[src/hw/rtl/mkey_pkg.sv]
// Shared constants and types for the Morton key block.
`timescale 1ns / 1ps
package mkey_pkg;

	// Bits per axis in the key
	localparam int AXIS_BITS = 21;
	// Largest axis value, 2^AXIS_BITS - 1
	localparam logic [AXIS_BITS-1:0] AXIS_FULL = {AXIS_BITS{1'b1}};

	localparam int COORD_W = 32;
	// Distance and range widths: both stay below 2^32 on the divide path
	localparam int DIFF_W  = 32;
	// Scaled distance d * (2^AXIS_BITS - 1)
	localparam int NUM_W   = DIFF_W + AXIS_BITS;
	localparam int INDEX_W = 24;
	localparam int KEY_W   = 63;
	localparam int IN_W    = 3 * COORD_W + INDEX_W;
	localparam int IN_BYTES_W  = ((IN_W + 7) / 8) * 8;
	localparam int OUT_W       = KEY_W + INDEX_W;
	localparam int OUT_BYTES_W = ((OUT_W + 7) / 8) * 8;

	// Pipeline depth before the output register: range prep, scaling, divide steps
	localparam int PIPE_STAGES = AXIS_BITS + 2;

	// Configuration register indexes
	localparam int CFG_IDX_W = 3;
	localparam logic [CFG_IDX_W-1:0] REG_MIN_X = 3'd0;
	localparam logic [CFG_IDX_W-1:0] REG_MIN_Y = 3'd1;
	localparam logic [CFG_IDX_W-1:0] REG_MIN_Z = 3'd2;
	localparam logic [CFG_IDX_W-1:0] REG_MAX_X = 3'd3;
	localparam logic [CFG_IDX_W-1:0] REG_MAX_Y = 3'd4;
	localparam logic [CFG_IDX_W-1:0] REG_MAX_Z = 3'd5;

	// Box reset values, Q16.16
	localparam logic signed [COORD_W-1:0] BOX_MIN_RST = 32'sd0;
	localparam logic signed [COORD_W-1:0] BOX_MAX_RST = 32'sd65536;

	// How an axis value is formed
	typedef enum logic [1:0] {
		SEL_ZERO,
		SEL_FULL,
		SEL_DIV
	} axis_sel_t;

	// State of one axis between divide steps
	typedef struct packed {
		logic [DIFF_W-1:0]    rem;
		logic [AXIS_BITS-1:0] low;
		logic [DIFF_W-1:0]    rng;
		axis_sel_t            sel;
	} div_stage_t;

endpackage

[src/hw/rtl/mkey_div_step.sv]
// One registered restoring-division step of an axis lane.
`timescale 1ns / 1ps
module mkey_div_step (
	input  logic                clk,
	input  logic                en,
	input  mkey_pkg::div_stage_t cur,
	output mkey_pkg::div_stage_t nxt
);
	import mkey_pkg::*;

	logic [DIFF_W:0] trial;
	logic [DIFF_W:0] diff;
	logic            ge;
	div_stage_t      step;

	// Shift in the next numerator bit, subtract the range if it fits
	always_comb begin
		trial = {cur.rem, cur.low[AXIS_BITS-1]};
		diff  = trial - {1'b0, cur.rng};
		ge    = (trial >= {1'b0, cur.rng});
		step      = cur;
		step.rem  = ge ? diff[DIFF_W-1:0] : trial[DIFF_W-1:0];
		step.low  = (cur.low << 1) | AXIS_BITS'(ge);
	end

	// Advance the stage
	always_ff @(posedge clk) begin
		if (en) begin
			nxt <= step;
		end
	end

endmodule

[src/hw/rtl/mkey_lane.sv]
// One axis lane: range check, scaling and pipelined divide to an axis value.
`timescale 1ns / 1ps
module mkey_lane (
	input  logic                                  clk,
	input  logic                                  en,
	input  logic signed [mkey_pkg::COORD_W-1:0]   coord,
	input  logic signed [mkey_pkg::COORD_W-1:0]   box_min,
	input  logic signed [mkey_pkg::COORD_W-1:0]   box_max,
	output logic        [mkey_pkg::AXIS_BITS-1:0] axis_val
);
	import mkey_pkg::*;

	logic signed [COORD_W:0] d_wide;
	logic signed [COORD_W:0] r_wide;
	axis_sel_t               sel_c;

	logic [DIFF_W-1:0] d_s1;
	logic [DIFF_W-1:0] r_s1;
	axis_sel_t         sel_s1;

	logic [NUM_W-1:0]  num;
	div_stage_t        init_c;
	div_stage_t        stg [AXIS_BITS+1];
	div_stage_t        last;

	// Classify the point against the box and take distance and range
	always_comb begin
		d_wide = (COORD_W+1)'(coord) - (COORD_W+1)'(box_min);
		r_wide = (COORD_W+1)'(box_max) - (COORD_W+1)'(box_min);
		if (box_max <= box_min || coord <= box_min) begin
			sel_c = SEL_ZERO;
		end else if (coord >= box_max) begin
			sel_c = SEL_FULL;
		end else begin
			sel_c = SEL_DIV;
		end
	end

	always_ff @(posedge clk) begin
		if (en) begin
			d_s1   <= d_wide[DIFF_W-1:0];
			r_s1   <= r_wide[DIFF_W-1:0];
			sel_s1 <= sel_c;
		end
	end

	// Scale the distance by 2^AXIS_BITS - 1 and seed the divider
	always_comb begin
		num = (NUM_W'(d_s1) << AXIS_BITS) - NUM_W'(d_s1);
		init_c.rem = num[NUM_W-1:AXIS_BITS];
		init_c.low = num[AXIS_BITS-1:0];
		init_c.rng = r_s1;
		init_c.sel = sel_s1;
	end

	always_ff @(posedge clk) begin
		if (en) begin
			stg[0] <= init_c;
		end
	end

	// One quotient bit per stage
	for (genvar i = 0; i < AXIS_BITS; i++) begin : g_step
		mkey_div_step u_step (
			.clk (clk),
			.en  (en),
			.cur (stg[i]),
			.nxt (stg[i+1])
		);
	end

	// Pick the saturated or divided value
	always_comb begin
		last = stg[AXIS_BITS];
		case (last.sel)
			SEL_FULL: axis_val = AXIS_FULL;
			SEL_DIV:  axis_val = last.low;
			default:  axis_val = '0;
		endcase
	end

endmodule

[config.mk]
export PLATFORM = sky130hd
export DESIGN_NAME = mkey_lane
export DESIGN_NICKNAME = d
export VERILOG_FILES = /design/src/hw/rtl/mkey_pkg.sv /design/src/hw/rtl/mkey_div_step.sv /design/src/hw/rtl/mkey_lane.sv
export SDC_FILE = /design/constraint.sdc
export NUM_CORES = 2
export LEC_CHECK = 0
export BUFFER_PORTS_ARGS = -buffer_cell sky130_fd_sc_hd__buf_2
export CORE_MARGIN = 1
export CORE_UTILIZATION = 55
export DETAILED_ROUTE_END_ITERATION = 8
export GPL_ROUTABILITY_DRIVEN = 0
export GPL_TIMING_DRIVEN = 0
export HOLD_SLACK_MARGIN = 0.15
export PLACE_DENSITY_LB_ADDON = 0.2
export SETUP_SLACK_MARGIN = 0.3
export SYNTH_ARGS = -nofsm -noshare
export SYNTH_HDL_FRONTEND = slang
export SYNTH_SLANG_ARGS = --single-unit
[constraint.sdc]
create_clock -name clk -period 11.5 [get_ports clk]
set_input_delay 1.15 -clock clk [delete_from_list [all_inputs] [get_ports clk]]
set_output_delay 1.15 -clock clk [all_outputs]
set_load 0.01 [all_outputs]
* After elaboration in Yosys (flattened, before gate mapping) *
Cells that the tools add are included.

operators by class
  $add $sub $neg = 23
  magnitude comparators = 24
  equal/unequal tests = 2
  mux-type cells = 22
  bitwise logic cells = 21
  reductions and logical operators = 1

operator list
  kind                count
  $sub 32x32->32      22
  $ge 33x32->1        21
  $mux 32             20
  $or 21x1->21        21
  $le 32x32->1        2
  $sub 53x32->53      1
  $pmux 21 s2         1
  $ge 32x32->1        1
  $eq 2x1->1 const B  1
  $eq 2x2->1 const B  1
  $mux 2              1
  $logic_or 1x1->1    1

storage, ports and cells
  flip-flop bits (word level) = 1916
  input bits = 98
  output and inout port bits = 21
  word-level logic and storage cells = 182

* Logic depth before layout (Yosys ltp) *
  depth after elaboration = 2
  depth in mapped cells = 16
  mapped depth without buffers = 14

* By module *
From an unflattened synthesis, not the netlist that was laid out.

unflattened totals
  cells, all modules = 10237
  area total of the unflattened synthesis = 115298.1 µm²

by module, submodules not included
  module                                  times used  cells an instance  area an instance (µm²)
  mkey_div_step at g_step[12].u_step ...  14          446                4939.7
  mkey_div_step at g_step[0].u_step ...   5           427                5167.5
  mkey_lane                               1           1007               10367.4
  mkey_div_step at g_step[17].u_step      1           390                4991.0
  mkey_div_step at g_step[11].u_step      1           461                4946.0

* Worst setup path before layout *
OpenSTA, ideal clock, no wires.

  path kind = in2reg
  start = in box_min[1] (netlist bit)
  end = reg d_s1[31], data pin
  arrival time = 3.719 ns
  required time = 11.242 ns
  slack = 7.523 ns
  cell stages on the path = 13
  path through = inv_1 > ha_1 > nor2b_1 > o31a_1 > o41ai_1 > a31oi_1 > a2111oi_0 > o21bai_1 > a21oi_1 > o31a_1 > o21ai_0 > a21oi_1 > xnor2_1

on the way
  cells in the longest elaborated chain, start to end = 1

RTL lines
  what                  line             RTL
  from (decl)           mkey_lane.sv:7   input logic signed [mkey_pkg::COORD_W-1:0] box_min,
  $sub 32x32->32        mkey_lane.sv:28  d_wide = (COORD_W+1)'(coord) - (COORD_W+1)'(box_min);
  net d_wide[31]        mkey_lane.sv:13  logic signed [COORD_W:0] d_wide;
  to (signal assigned)  mkey_lane.sv:41  d_s1 <= d_wide[DIFF_W-1:0];
  to (decl)             mkey_lane.sv:17  logic [DIFF_W-1:0] d_s1;

The timed path passes the listed nets, and every way through them passes these cells.
A chain may end at the register's enable or synchronous reset.

==> flow_summary_export.csv <==
group,metric,value,unit
floorplanning,initial_utilization,55.4,%
place,dp_hpwl,182000,um
final_layout,instances_no_fill,12100,
synthesis,ys_warn_count,0,
synthesis,synthArstFlopShare,0,%
critical_path,critPathBufInv,1,
timing,fin_crit,5160,ps
place,io_buffers,118,
critical_path,endpoint_kind,"flop",
flow_run,cap_violations,0,
synthesis,synth_mux_area_share,2.00,%
floorplanning,fp.dieW,438,um
synthesis,netlist.area_leader.share,55.1,%
timing,setup_violations,0,
global_route,grt.total_usage,24.6,%
synthesis,synth_top_family_by_area,"compound AO/OA/AOI/OAI gates",
route,drc,0,
global_route,grt_max_degree,187,
critical_path,rr_startpoint,"g_step[11].u_step.nxt[54]$_DFFE_PP_",
power,power.total,0.0319,W
floorplanning,ioPinCount,119,
timing,slew_violations,0,
synthesis,ys_types,104,
synthesis,ys_seq_elements,1916,
critical_path,worstReg2RegEnd,"g_step[12].u_step.nxt[83]$_DFFE_PP_",
final_layout,finish.instance_area,115000,um2
clock_network,holdBufCountCts,0,
synthesis,synth_edf_count,1916,
synthesis,yosysSeqAreaShare,55.1,%
critical_path,cp-start-kind,"flop",
route,wl_per_cell,19.8,um
critical_path,path_max_fanout,4,
global_route,antenna_found_initial,5,
global_route,grt_pass1_vias,67700,
critical_path,worst-setup-path-type,"reg2reg",
timing,rsz0062_at_grt,"false",
place,dp.cells,11800,
timing,slew_headroom,19.6,%
synthesis,synth_compound_area_share,14.2,%
power,p_per_area,278,nW/um2
clock_network,root_buffer,"clkbuf_16",
power,p_leak,46.8,nW
clock_network,cts-htree-levels,4,
clock_network,path_clk_slew,60,ps
timing,fin_setup_tns,0,ps
clock_network,clock_path_buffers,3,
synthesis,syn_inst,9126,
clock_network,post_cts_buffers,0,
final_layout,drive_above_1_share,7.25,%
clock_network,cts_tree,"done",
critical_path,required,11980,ps
worst_hold_path,min_to,"g_step[10].u_step.nxt[41]$_DFFE_PP_",
worst_hold_path,hold_depth,0,
synthesis,ys.flop_type,"edfxtp_1",
place,dpl-instance-area,108000,um2
critical_path,cpMostUsedCell,"a21oi_1",
critical_path,slowest_stage,"o21ai_0",
final_layout,area_growth,10.3,%
timing,timing.fmax,194,MHz
synthesis,syn_nets,10000,
route,drt_iter0_markers,6569,
synthesis,yosys.area_share.simple,9.35,%
route,via_per_inst,5.85,
critical_path,rr_worst_depth,14,
critical_path,path_cells,"inv_1 > ha_1 > fa_1 > nand2b_1 > a21oi_1 > o211ai_1 > o22ai_1 > a311oi_1 > o221ai_1 > o41ai_1 > o21bai_1 > a21oi_1 > xor2_1 > o21ai_0",
floorplanning,num_rows,159,
timing,worst_pin_slew,1190,ps
synthesis,synth_area,104000,um2
floorplanning,fp.dieArea,191000,um2
critical_path,cp_top_family,"compound AO/OA/AOI/OAI gates",
clock_network,cts-resized-gates,0,
synthesis,ys_top_cells_by_area,"edfxtp_1 (55%), ha_1 (9.4%), a21oi_1 (3.9%)",
power,peakVddDrop,0.000184,V
route,drt-pass1-iter-count,7,
route,routed_wl,240000,um
worst_hold_path,min_from,"g_step[9].u_step.nxt[40]$_DFFE_PP_",
route,antenna_left,0,
synthesis,yosys.area_share.xor_xnor,5.38,%
timing,period_share,44.9,%
timing,holdWs,376,ps
route,dr_total_vias,70800,
synthesis,postSynthAreaPerCell,11.4,um2
critical_path,slowest_delay,920,ps
worst_hold_path,hold_path_class,"reg2reg",
clock_network,clk_latency,870,ps
floorplanning,core_area,188000,um2
clock_network,cts_inserted_buffers,198,
clock_network,clock-sinks,1916,
critical_path,critPathArrivalTime,5640,ps
floorplanning,die_h,438,um
final_layout,fin_nets,10400,
critical_path,r2r_slack,6340,ps
timing,hold_viol,0,
global_route,grt_pass1_wl,370000,um
synthesis,synth_top_area_cell,"edfxtp_1",
global_route,grt_overflow,0,
synthesis,synthAdderAreaFrac,9.80,%
status,status,"completed",
timing,final.setup_skew,55.9,ps
==> synth_stat cells (27+ instances only) <==
library cell  number
nand2b_1         123
inv_1            931
o31ai_1           57
clkbuf_1         148
o31a_1            27
o21ai_0          618
mux2_2           131
mux2_4            27
o21a_1            92
nor2b_1          124
nor4_1            34
a21oi_1          808
a21o_1           334
edfxtp_1        1916
ha_1             782
nand3_1          152
a211oi_1          46
and2_1            29
nand2_1          656
nand4_1          120
and3_1            63
xor2_1           283
nor2_1           550
o211ai_1          43
a31oi_1           67
o21bai_1          72
xnor2_1          358
nor3_1            89
==> power by group <==
| group | internal (W) | switching, W |
|---|---|---|
| logic | 0.00586 | 0.00838 |
| clock network | 0.00367 | 0.00276 |
| registers | 0.0102 | 0.00104 |
==> layer usage <==
metal | share of wire (%) | track usage, % | vias to the layer above
li1 | - | - | 34100
met1 | 43 | 33.1 | 33800
met2 | 47 | 39.9 | 2481
met3 | 6.7 | 4.18 | 474
met4 | 3.6 | 9.23 | 6
met5 | 0.017 | 0 | -
==> metrics by stage <==
| step | worst slack [ps] | utilization [%] |
|---|---|---|
| floorplan | 7520 | - |
| global placement | -19810 | 57.4 |
| CTS | 6440 | 61.1 |
| detailed placement | 6480 | 57.6 |
| global route | 6030 | 61.1 |
| finish | 6340 | 61.1 |
==> worst max path at each step <==
stage	startpoint	endpoint	slack, ps	cells after the start
detailed placement	g_step[11].u_step.nxt[54]$_DFFE_PP_	g_step[12].u_step.nxt[83]$_DFFE_PP_	6480	14
global placement	en	g_step[20].u_step.nxt[42]$_DFFE_PP_	-19810	1
global route	g_step[1].u_step.nxt[56]$_DFFE_PP_	g_step[2].u_step.nxt[70]$_DFFE_PP_	6030	12
CTS	g_step[11].u_step.nxt[54]$_DFFE_PP_	g_step[12].u_step.nxt[83]$_DFFE_PP_	6440	14
finish	g_step[11].u_step.nxt[54]$_DFFE_PP_	g_step[12].u_step.nxt[83]$_DFFE_PP_	6340	14
floorplan	box_min[1]	d_s1[31]$_DFFE_PP_	7520	13
==> flip-flops by register name, summed over array words and instances (netlist names) <==
name               flops
sel_s1                 2
stg                   87
d_s1                  32
r_s1                  32
g_step.u_step.nxt   1763
==> kinds of logic (layout without fill, tap and decap cells) <==
| kind of cell | Yosys count | in the layout |
|---|---|---|
| XOR/XNOR | 641 | 641 |
| buffers and inverters | 1119 | 1613 |
| other | 0 | 5 |
| AND/OR/NAND/NOR | 2061 | 2061 |
| flip-flops | 1916 | 1916 |
| adder cells (fa/ha/maj) | 804 | 804 |
| AO/OA/AOI/OAI | 2407 | 2407 |
| multiplexers | 178 | 178 |
==> cell type report <==
cell class / count / area [um2]
diodes: 5 / 12.5
plain buffers: 187 / 796
clock buffers: 224 / 5070
clock inverters: 140 / 1550
fillers: 14900 / 73100
inverters: 932 / 3500
multi-input cells: 6091 / 42500
flip-flops and latches: 1916 / 57500
well taps: 2495 / 3120
repair buffers: 130 / 936
==> placed cells by master (no fill, tap or decap), types with 27 or more instances in the layout <==
cell type,instances
a211oi_1,46
a21o_1,334
a21oi_1,808
a31oi_1,67
and2_1,29
and3_1,63
buf_2,134
clkbuf_1,173
clkbuf_16,199
clkinv_1,40
clkinv_2,43
edfxtp_1,1916
ha_1,782
inv_1,931
mux2_2,131
mux2_4,27
nand2_1,656
nand2b_1,123
nand3_1,152
nand4_1,120
nor2_1,550
nor2b_1,124
nor3_1,89
nor4_1,34
o211ai_1,43
o21a_1,92
o21ai_0,618
o21bai_1,72
o31a_1,27
o31ai_1,56
xnor2_1,358
xor2_1,283
(Power assumes the default switching activity.)
