## config.mk

```make
export PLATFORM = sky130hd
export DESIGN_NAME = mkey_merge
export DESIGN_NICKNAME = d
export VERILOG_FILES = /design/src/hw/rtl/mkey_pkg.sv /design/src/hw/rtl/mkey_merge.sv
export SDC_FILE = /design/constraint.sdc
export NUM_CORES = 1
export LEC_CHECK = 0
export ABC_CLOCK_PERIOD_IN_PS = 800
export BUFFER_PORTS_ARGS = -buffer_cell sky130_fd_sc_hd__buf_4
export CAP_MARGIN = 30
export CORE_AREA = 2 2 72 74
export DETAILED_ROUTE_END_ITERATION = 12
export DIE_AREA = 0 0 74 76
export GPL_ROUTABILITY_DRIVEN = 0
export PLACE_DENSITY = 0.76
export REMOVE_ABC_BUFFERS = 1
export SLEW_MARGIN = 20
export SYNTH_ARGS = -nofsm -noshare
export SYNTH_HDL_FRONTEND = slang
export SYNTH_SLANG_ARGS = --single-unit
```

## constraint.sdc

```tcl
create_clock -name clk -period 0.8 [get_ports clk]
set_input_delay 0.16 -clock clk [delete_from_list [all_inputs] [get_ports clk]]
set_output_delay 0.16 -clock clk [all_outputs]
set_load 0.01 [all_outputs]
```

## src/hw/rtl/mkey_pkg.sv

```systemverilog
// Shared constants and types for the Morton key block.
`timescale 1ns / 1ps
package mkey_pkg;

	// Bits per axis in the key
	localparam int AXIS_BITS = 21;
	// Largest axis value, 2^AXIS_BITS - 1
	localparam logic [AXIS_BITS-1:0] AXIS_FULL = {AXIS_BITS{1'b1}};

	localparam int COORD_W = 32;
	// Distance and range widths: both stay below 2^32 on the divide path
	localparam int DIFF_W  = 32;
	// Scaled distance d * (2^AXIS_BITS - 1)
	localparam int NUM_W   = DIFF_W + AXIS_BITS;
	localparam int INDEX_W = 24;
	localparam int KEY_W   = 63;
	localparam int IN_W    = 3 * COORD_W + INDEX_W;
	localparam int IN_BYTES_W  = ((IN_W + 7) / 8) * 8;
	localparam int OUT_W       = KEY_W + INDEX_W;
	localparam int OUT_BYTES_W = ((OUT_W + 7) / 8) * 8;

	// Pipeline depth before the output register: range prep, scaling, divide steps
	localparam int PIPE_STAGES = AXIS_BITS + 2;

	// Configuration register indexes
	localparam int CFG_IDX_W = 3;
	localparam logic [CFG_IDX_W-1:0] REG_MIN_X = 3'd0;
	localparam logic [CFG_IDX_W-1:0] REG_MIN_Y = 3'd1;
	localparam logic [CFG_IDX_W-1:0] REG_MIN_Z = 3'd2;
	localparam logic [CFG_IDX_W-1:0] REG_MAX_X = 3'd3;
	localparam logic [CFG_IDX_W-1:0] REG_MAX_Y = 3'd4;
	localparam logic [CFG_IDX_W-1:0] REG_MAX_Z = 3'd5;

	// Box reset values, Q16.16
	localparam logic signed [COORD_W-1:0] BOX_MIN_RST = 32'sd0;
	localparam logic signed [COORD_W-1:0] BOX_MAX_RST = 32'sd65536;

	// How an axis value is formed
	typedef enum logic [1:0] {
		SEL_ZERO,
		SEL_FULL,
		SEL_DIV
	} axis_sel_t;

	// State of one axis between divide steps
	typedef struct packed {
		logic [DIFF_W-1:0]    rem;
		logic [AXIS_BITS-1:0] low;
		logic [DIFF_W-1:0]    rng;
		axis_sel_t            sel;
	} div_stage_t;

endpackage

```

## src/hw/rtl/mkey_merge.sv

```systemverilog
// Merge stage: interleave the three axis values into the registered key.
`timescale 1ns / 1ps
module mkey_merge (
	input  logic                              clk,
	input  logic                              en,
	input  logic [mkey_pkg::AXIS_BITS-1:0]    val_x,
	input  logic [mkey_pkg::AXIS_BITS-1:0]    val_y,
	input  logic [mkey_pkg::AXIS_BITS-1:0]    val_z,
	output logic [mkey_pkg::KEY_W-1:0]        key_q
);
	import mkey_pkg::*;

	logic [KEY_W-1:0] key_c;

	// Place x bit i at 3i, y at 3i+1, z at 3i+2
	always_comb begin
		key_c = '0;
		for (int i = 0; i < AXIS_BITS; i++) begin
			key_c[3*i]     = val_x[i];
			key_c[3*i + 1] = val_y[i];
			key_c[3*i + 2] = val_z[i];
		end
	end

	always_ff @(posedge clk) begin
		if (en) begin
			key_q <= key_c;
		end
	end

endmodule

```

======== Yosys cells after proc, flatten, opt, wreduce, memory -nomap -nowiden ========
Cells that the tools add are included.
word-level totals
  flip-flop bits (word level) ............. 63
  input port bits ......................... 65
  output and inout bits ................... 63
  logic and storage cells ................. 1

======== Logic depth before layout (Yosys ltp) ========
Gate-level depths: netlist of run 1.
  depth after elaboration ................. 0
  mapped depth ............................ 0
  depth with buffers taken out ............ 0

======== Least setup slack after synthesis of run 1 ========
Ideal clock, no wire load.
  path type ............................... flip-flop to output port
  from .................................... register key_q[0] (netlist bit)
  to ...................................... output port key_q[0] (netlist bit)
  data arrival time ....................... 0.394 ns
  required time ........................... 0.640 ns
  slack ................................... 0.246 ns
  cell stages (with the launch flop) ...... 1
  buffers on the path ..................... 0
  cells stage by stage .................... edfxtp_1
RTL lines
  item                    line              source
  start, declared         mkey_merge.sv:9   output logic [mkey_pkg::KEY_W-1:0] key_q
  start signal, assigned  mkey_merge.sv:27  key_q <= key_c;
No word-level cell between the ends.

======== Worst setup path in the final report of run 1 ========
  from .................................... register key_q[21] (netlist bit)
  to ...................................... output port key_q[21] (netlist bit)
No word-level cell between the ends.

==> results of run 1 <==
metrics by stage:
step	instance area, sq um	hold WS [ns]
floorplan	1890	0.259
global placement	2970	0.338
detailed placement	2970	0.339
CTS	3820	0.000707
global route	3970	0.291
finish	3970	0.299
path summary, 6_finish.rpt:
check	startpoint	endpoint	slack, ns	depth (start not counted)
hold / removal	en	key_q[25]	0.30	2
setup / recovery	key_q[21]	key_q[21]	-0.25	1
Yosys cell counts:
| cell | instances |
|---|---|
| edfxtp_1 | 63 |
cells by family (layout without fill, tap and decap cells):
kind of cell           count (synthesis)  after routing  share of synthesized area [%]
buffers and inverters                  0            208                              0
DFF                                   63             63                            100
cells in the final DEF, fill, tap and decap left out:
master          n
buf_4          71
dlygate4sd3_1  63
edfxtp_1       63
buf_6          56
clkbuf_8        9
clkinv_2        3
clkbuf_1        3
buf_12          2
clkinvlp_4      1
timing repair:
action                                  4_1_cts  5_1_grt
gates resized for setup                      24       32
pin swaps                                     0        0
hold buffers                                 60        3
hold endpoints to repair                     60        3
endpoints found under the setup margin       63       63
cloned                                        0        0
power groups by stage:
stage	sequential [uW]	clock [uW]	combinational (uW)
after floorplan	4210	0	0
after global placement	4050	0	826
after detailed placement	4060	0	840
after CTS	4010	2290	1130
after global routing	4070	2490	1310
final	4050	2260	1240
layer usage:
metal | GRT usage (%) | routed length, microns | up-vias
met5 | 0 | 0 | -
met4 | 9.82 | 129 | 0
met3 | 7.41 | 445 | 11
met2 | 34.7 | 3140 | 80
met1 | 18.9 | 1910 | 677
li1 | - | - | 661
final cells by class:
type | instances | area share, %
sequential | 63 | 47.6
clock buffer | 12 | 3.40
tap | 70 | 2.21
clock inverter | 4 | 0.567
timing repair buffer | 192 | 46.2
==> flow_summary.ini, run 1 <==
[synthesis]
ys_top_cells_by_area = edfxtp_1 100%
synth_area_per_cell_sq_um = 30.0
synth_seq_area_share_pct = 100
yosysWarnings = 0
synth_top_area_share_pct = 100
ys_ff_latch = 63
netlist-cell-type-count = 1
synth_area_sq_um = 1890
synthCells = 63
yosysTopAreaCell = edfxtp_1

[pwr]
p_clk_share_pct = 29.9
switching_share_pct = 22.2
p_sw_uw = 1680
combinationalPowerShare_pct = 16.4
total_power_uw = 7560
p_leak_uw = 0.00166
max-vdd-ir-drop_v = 0.00186
seqPwrFrac_pct = 53.6
power_density_nw_per_um2 = 1900
intPower_uw = 5880

[global_routing]
grt_pass1_vias = 1593
grt_max_degree = 33
grt_usage_pct = 19.5
grt_overflow = 0
antenna_found_initial = 0
grt_pass1_wl_microns = 7670

[clock_tree]
cts_buffers = 9
cts_buffer_depth = 2
cts_root_buf = clkbuf_8
h-tree-depth = 3
clk_pin_slew_ns = 0.07
cts_tree = built
cts_setup_buffers = 0
cts_sinks = 63

[timing]
hold_viol = 0
max_freq_mhz = 951
fin_tns_setup_ns = -13.05
slew_headroom_pct = 88.0
post-route-min-period_ns = 1.05
grt_setup_unrepaired = true
slew_violations = 0
finalSetupViolCount = 63
period_share_pct = 131
setup_ws_ns = -0.251
tightest_slew_ns = 0.180

[layout]
reg_top3 = key_q (63)
seqCellArea_sq_um = 1890
multi_input_area_sq_um = 0
largest-register = key_q
drive_gt1_share_pct = 52.4
largest_reg_flops = 63
fin_util_pct = 80.8
stdcell_count = 341
syn_to_final_growth_pct = 110
diodes = 0
final_nets = 331
multi_input_cells = 0
fillers = 260

[floorplan]
coreArea_sq_um = 4910
rows = 26
initial_core_util_pct = 38.5
die_x_microns = 74
ios = 128
die_area_sq_um = 5620
die-height_microns = 76

[routing]
vias = 1429
ant_nets = 0
vias_per_cell = 4.19
routed_wl_microns = 5620
drc = 0
routedWlPerCell_microns = 16.5
first_iter_violations = 53
drtPass1Iterations = 5

[run_status]
violations = negative setup slack
status = complete, but fails checks

[critical_path]
cp_slowest_cell = edfxtp_1
start_kind = flop
path_buf_inv = 1
path_max_fanout = 1
required_ns = 0.64
critical_path_class = reg2out
end_kind = primary output
critPathArrivalTime_ns = 0.89
path_delay_family = flip-flops
max_stage_delay_ns = 0.42
path_cells = buf_6

[placed_design]
pre_cts_ws_ns = 0.00358
port_buffers = 127
place_inst = 262

[min_path]
hold_path_class = in2reg

[run]
maxCapViolCount = 0
No activity file was read; power rests on OpenSTA's default activity.
==> inputs of run 2 (changes only) <==
Settings changed: ABC_CLOCK_PERIOD_IN_PS 800 to 1300.
Clock period 0.8 ns to 1.3 ns, I/O delays scaled along.
==> flow_summary.ini, run 2 (synthesized netlist as in run 1, its figures left out) <==
[global_routing]
grt_pass1_wl_microns = 5350
grt_pass1_vias = 1143
grt_usage_pct = 13.6
grt_overflow = 0
grt_max_degree = 35
antenna_found_initial = 0

[critical_path]
path_cells = buf_4
end_kind = primary output
critical_path_class = reg2out
path_max_fanout = 1
path_delay_family = flip-flops
startpoint = key_q[35]
required_ns = 1.04
path_buf_inv = 1
max_stage_delay_ns = 0.39
start_kind = flop
critPathArrivalTime_ns = 0.87
cp_slowest_cell = edfxtp_1

[layout]
stdcell_count = 278
drive_gt1_share_pct = 68.3
largest_reg_flops = 63
layout_commonest_cell = buf_4
multi_input_area_sq_um = 0
largest-register = key_q
multi_input_cells = 0
reg_top3 = key_q (63)
fin_util_pct = 64.2
fillers = 370
syn_to_final_growth_pct = 66.7
final_nets = 268
layout_common_cells = 127 x buf_4, 63 x edfxtp_1, 9 x clkbuf_8, 3 x clkinv_2
diodes = 0

[timing]
slew_violations = 0
fin_tns_setup_ns = 0
max_freq_mhz = 888
tightest_slew_ns = 0.184
period_share_pct = 86.6
hold_viol = 0
post-route-min-period_ns = 1.13
slew_headroom_pct = 87.8
grt_setup_unrepaired = false
setup_ws_ns = 0.174
finalSetupViolCount = 0

[min_path]
holdPathStages = 1
min-delay-start = val_y[15]
hold_end = key_q[46]
hold_path_class = in2reg

[routing]
routed_wl_microns = 3630
vias = 1134
ant_nets = 0
drtPass1Iterations = 4
vias_per_cell = 4.08
routedWlPerCell_microns = 13.1
drc = 0
first_iter_violations = 38

[floorplan]
ios = 128
die_x_microns = 74
die_area_sq_um = 5620
coreArea_sq_um = 4910
die-height_microns = 76
rows = 26
initial_core_util_pct = 38.5

[clock_tree]
cts_buffers = 9
clk_pin_slew_ns = 0.07
cts_setup_buffers = 0
ctsHoldBuffers = 0
h-tree-depth = 3
cts_sinks = 63
cts_root_buf = clkbuf_8
cts_tree = built
cts_buffer_depth = 2
cts_resized = 0

[pwr]
total_power_uw = 4500
intPower_uw = 3590
seqPwrFrac_pct = 54.5
p_clk_share_pct = 34.2
max-vdd-ir-drop_v = 0.00103
switching_share_pct = 20.2
combinationalPowerShare_pct = 11.3
p_sw_uw = 908
power_density_nw_per_um2 = 1430
p_leak_uw = 0.00134

[placed_design]
place_inst = 262
pre_cts_ws_ns = 0.393
port_buffers = 127

[run_status]
status = finished clean

[run]
maxCapViolCount = 0
## run 2: cell type report
class	instances	area [sq um]	area share [%]
clock buffer	11	131	4.17
clock inverter	5	48.8	1.55
tap	70	87.6	2.78
timing repair buffer	129	993	31.5
sequential	63	1890	60.0
## run 2: power groups by stage
stage	logic (uW)	registers, uW	clock network (uW)
2_1_floorplan	0	2590	0
3_3_place_gp	507	2490	0
3_5_place_dp	515	2500	0
4_1_cts	516	2460	1590
5_1_grt	545	2470	1700
6_report	508	2460	1540
## run 2: worst max path at each step
stage	endpoint	slack, ns	cells after the start
5_1_grt	key_q[33]	0.12	1
6_report	key_q[35]	0.17	1
3_5_place_dp	key_q[31]	0.39	2
2_1_floorplan	key_q[0]	0.65	0
4_1_cts	key_q[35]	0.14	1
3_3_place_gp	key_q[55]	0.40	2
## run 2: per-stage QoR
| stage | hold WS [ns] | cell area, sq um |
|---|---|---|
| 5_1_grt | 0.0800 | 3150 |
| 3_3_place_gp | 0.438 | 2970 |
| 4_1_cts | 0.0899 | 3150 |
| 6_report | 0.108 | 3150 |
| 3_5_place_dp | 0.439 | 2970 |
| 2_1_floorplan | 0.359 | 1890 |
## run 2: per-layer routing
layer | global-route usage, % | vias up | share of wire (%)
li1 | - | 537 | -
met1 | 13.3 | 505 | 33
met2 | 20.8 | 83 | 51
met3 | 7.54 | 9 | 14
met4 | 10.2 | 0 | 2.5
met5 | 0 | - | 0
==> inputs of run 3 (changes only) <==
==> constraint.sdc (replaced) <==
create_clock -name clk -period 1.3 [get_ports clk]
set_input_delay 0.13 -clock clk [delete_from_list [all_inputs] [get_ports clk]]
set_output_delay 0.13 -clock clk [all_outputs]
set_load 0.01 [all_outputs]
==> flow_summary.ini, run 3 (synthesized netlist as in run 1, its figures left out) <==
[timing]
tightest_slew_ns = 0.323
hold_viol = 0
max_freq_mhz = 994
fin_tns_setup_ns = 0
finalSetupViolCount = 0
period_share_pct = 77.4
slew_violations = 0
slew_headroom_pct = 78.5
post-route-min-period_ns = 1.01
grt_setup_unrepaired = false

[clock_tree]
cts_buffers = 9
h-tree-depth = 3
clk_pin_slew_ns = 0.07
cts_tree = built
cts_sinks = 63
cts_buffer_depth = 2
cts_root_buf = clkbuf_8

[layout]
diodes = 0
multi_input_cells = 0
largest_reg_flops = 63
layout_commonest_cell = buf_4
multi_input_area_sq_um = 0
layout_common_cells = 127 x buf_4, 63 x dlygate4sd3_1, 63 x edfxtp_1, 9 x clkbuf_8, 3 x clkinv_1
stdcell_count = 339
largest-register = key_q
reg_top3 = key_q (63)
syn_to_final_growth_pct = 100
final_nets = 330
drive_gt1_share_pct = 52.0
fin_util_pct = 77.0

[floorplan]
die_area_sq_um = 5620
ios = 128
coreArea_sq_um = 4910
rows = 26
die_x_microns = 74
die-height_microns = 76
initial_core_util_pct = 38.5

[critical_path]
required_ns = 1.17
end_kind = primary output
path_cells = buf_4
critical_path_class = reg2out
path_delay_family = flip-flops
cp_slowest_cell = edfxtp_1
start_kind = flop
crit_cells = 1
critPathArrivalTime_ns = 0.88
path_buf_inv = 1
path_max_fanout = 1
max_stage_delay_ns = 0.39

[run_status]
status = finished clean

[pwr]
intPower_uw = 3890
seqPwrFrac_pct = 50.7
max-vdd-ir-drop_v = 0.000830
p_leak_uw = 0.00160
p_clk_share_pct = 35.7
switching_share_pct = 20.0
power_density_nw_per_um2 = 1280
combinationalPowerShare_pct = 13.7
p_sw_uw = 970
total_power_uw = 4860

[min_path]
hold_path_class = in2reg
holdPathStages = 2

[global_routing]
grt_pass1_vias = 1560
antenna_found_initial = 0
grt_max_degree = 64
grt_overflow = 0
grt_pass1_wl_microns = 7270
grt_usage_pct = 18.2

[placed_design]
port_buffers = 127
place_inst = 261

[routing]
first_iter_violations = 65
routedWlPerCell_microns = 14.3
vias = 1400
drtPass1Iterations = 4
routed_wl_microns = 4860
ant_nets = 0
drc = 0
vias_per_cell = 4.13

[run]
maxCapViolCount = 0
## run 3: worst paths after layout
| path | slack [ns] | endpoint | from |
|---|---|---|---|
| setup / recovery | 0.29 | key_q[59] | key_q[59] |
| hold / removal | 0.33 | key_q[19] | en |
## run 3: power groups by stage
stage	Clock [uW]	Combinational, uW	Sequential (uW)
CTS	1740	659	2460
global placement	0	499	2490
global route	1870	707	2480
finish	1730	663	2460
detailed placement	0	506	2500
floorplan	0	0	2590
## run 3: cell type report
type                  instances  area (sq um)
Sequential cell              63          1890
Clock buffer                  9           124
Tap cell                     70          87.6
Clock inverter                6          76.3
Timing Repair Buffer        191          1600
Fill cell                   269          1130
## run 3: stage by stage
stage                     area, sq um  worst slack, ns  hold slack [ns]
after detailed placement         2950            0.429            0.309
after CTS                        3780            0.292            0.328
after floorplan                  1890            0.776            0.229
final                            3780            0.294            0.331
after global placement           2950            0.440            0.308
after global routing             3780            0.244            0.334
## run 3: layer usage
metal | wire length, microns | part of all wire, % | vias up | global-route usage [%]
met5 | 0 | 0 | - | 0
met4 | 67 | 1.4 | 0 | 9.45
met3 | 467 | 9.6 | 6 | 7.28
met2 | 2680 | 55 | 81 | 32.7
met1 | 1650 | 34 | 654 | 16.9
li1 | - | - | 659 | -
## run 3: timing repair
action / in CTS / in global routing
endpoints found under the hold margin: 63 / 0
hold buffers: 63 / 0
buffers inserted: 0 / 0
resized for setup: 0 / 0
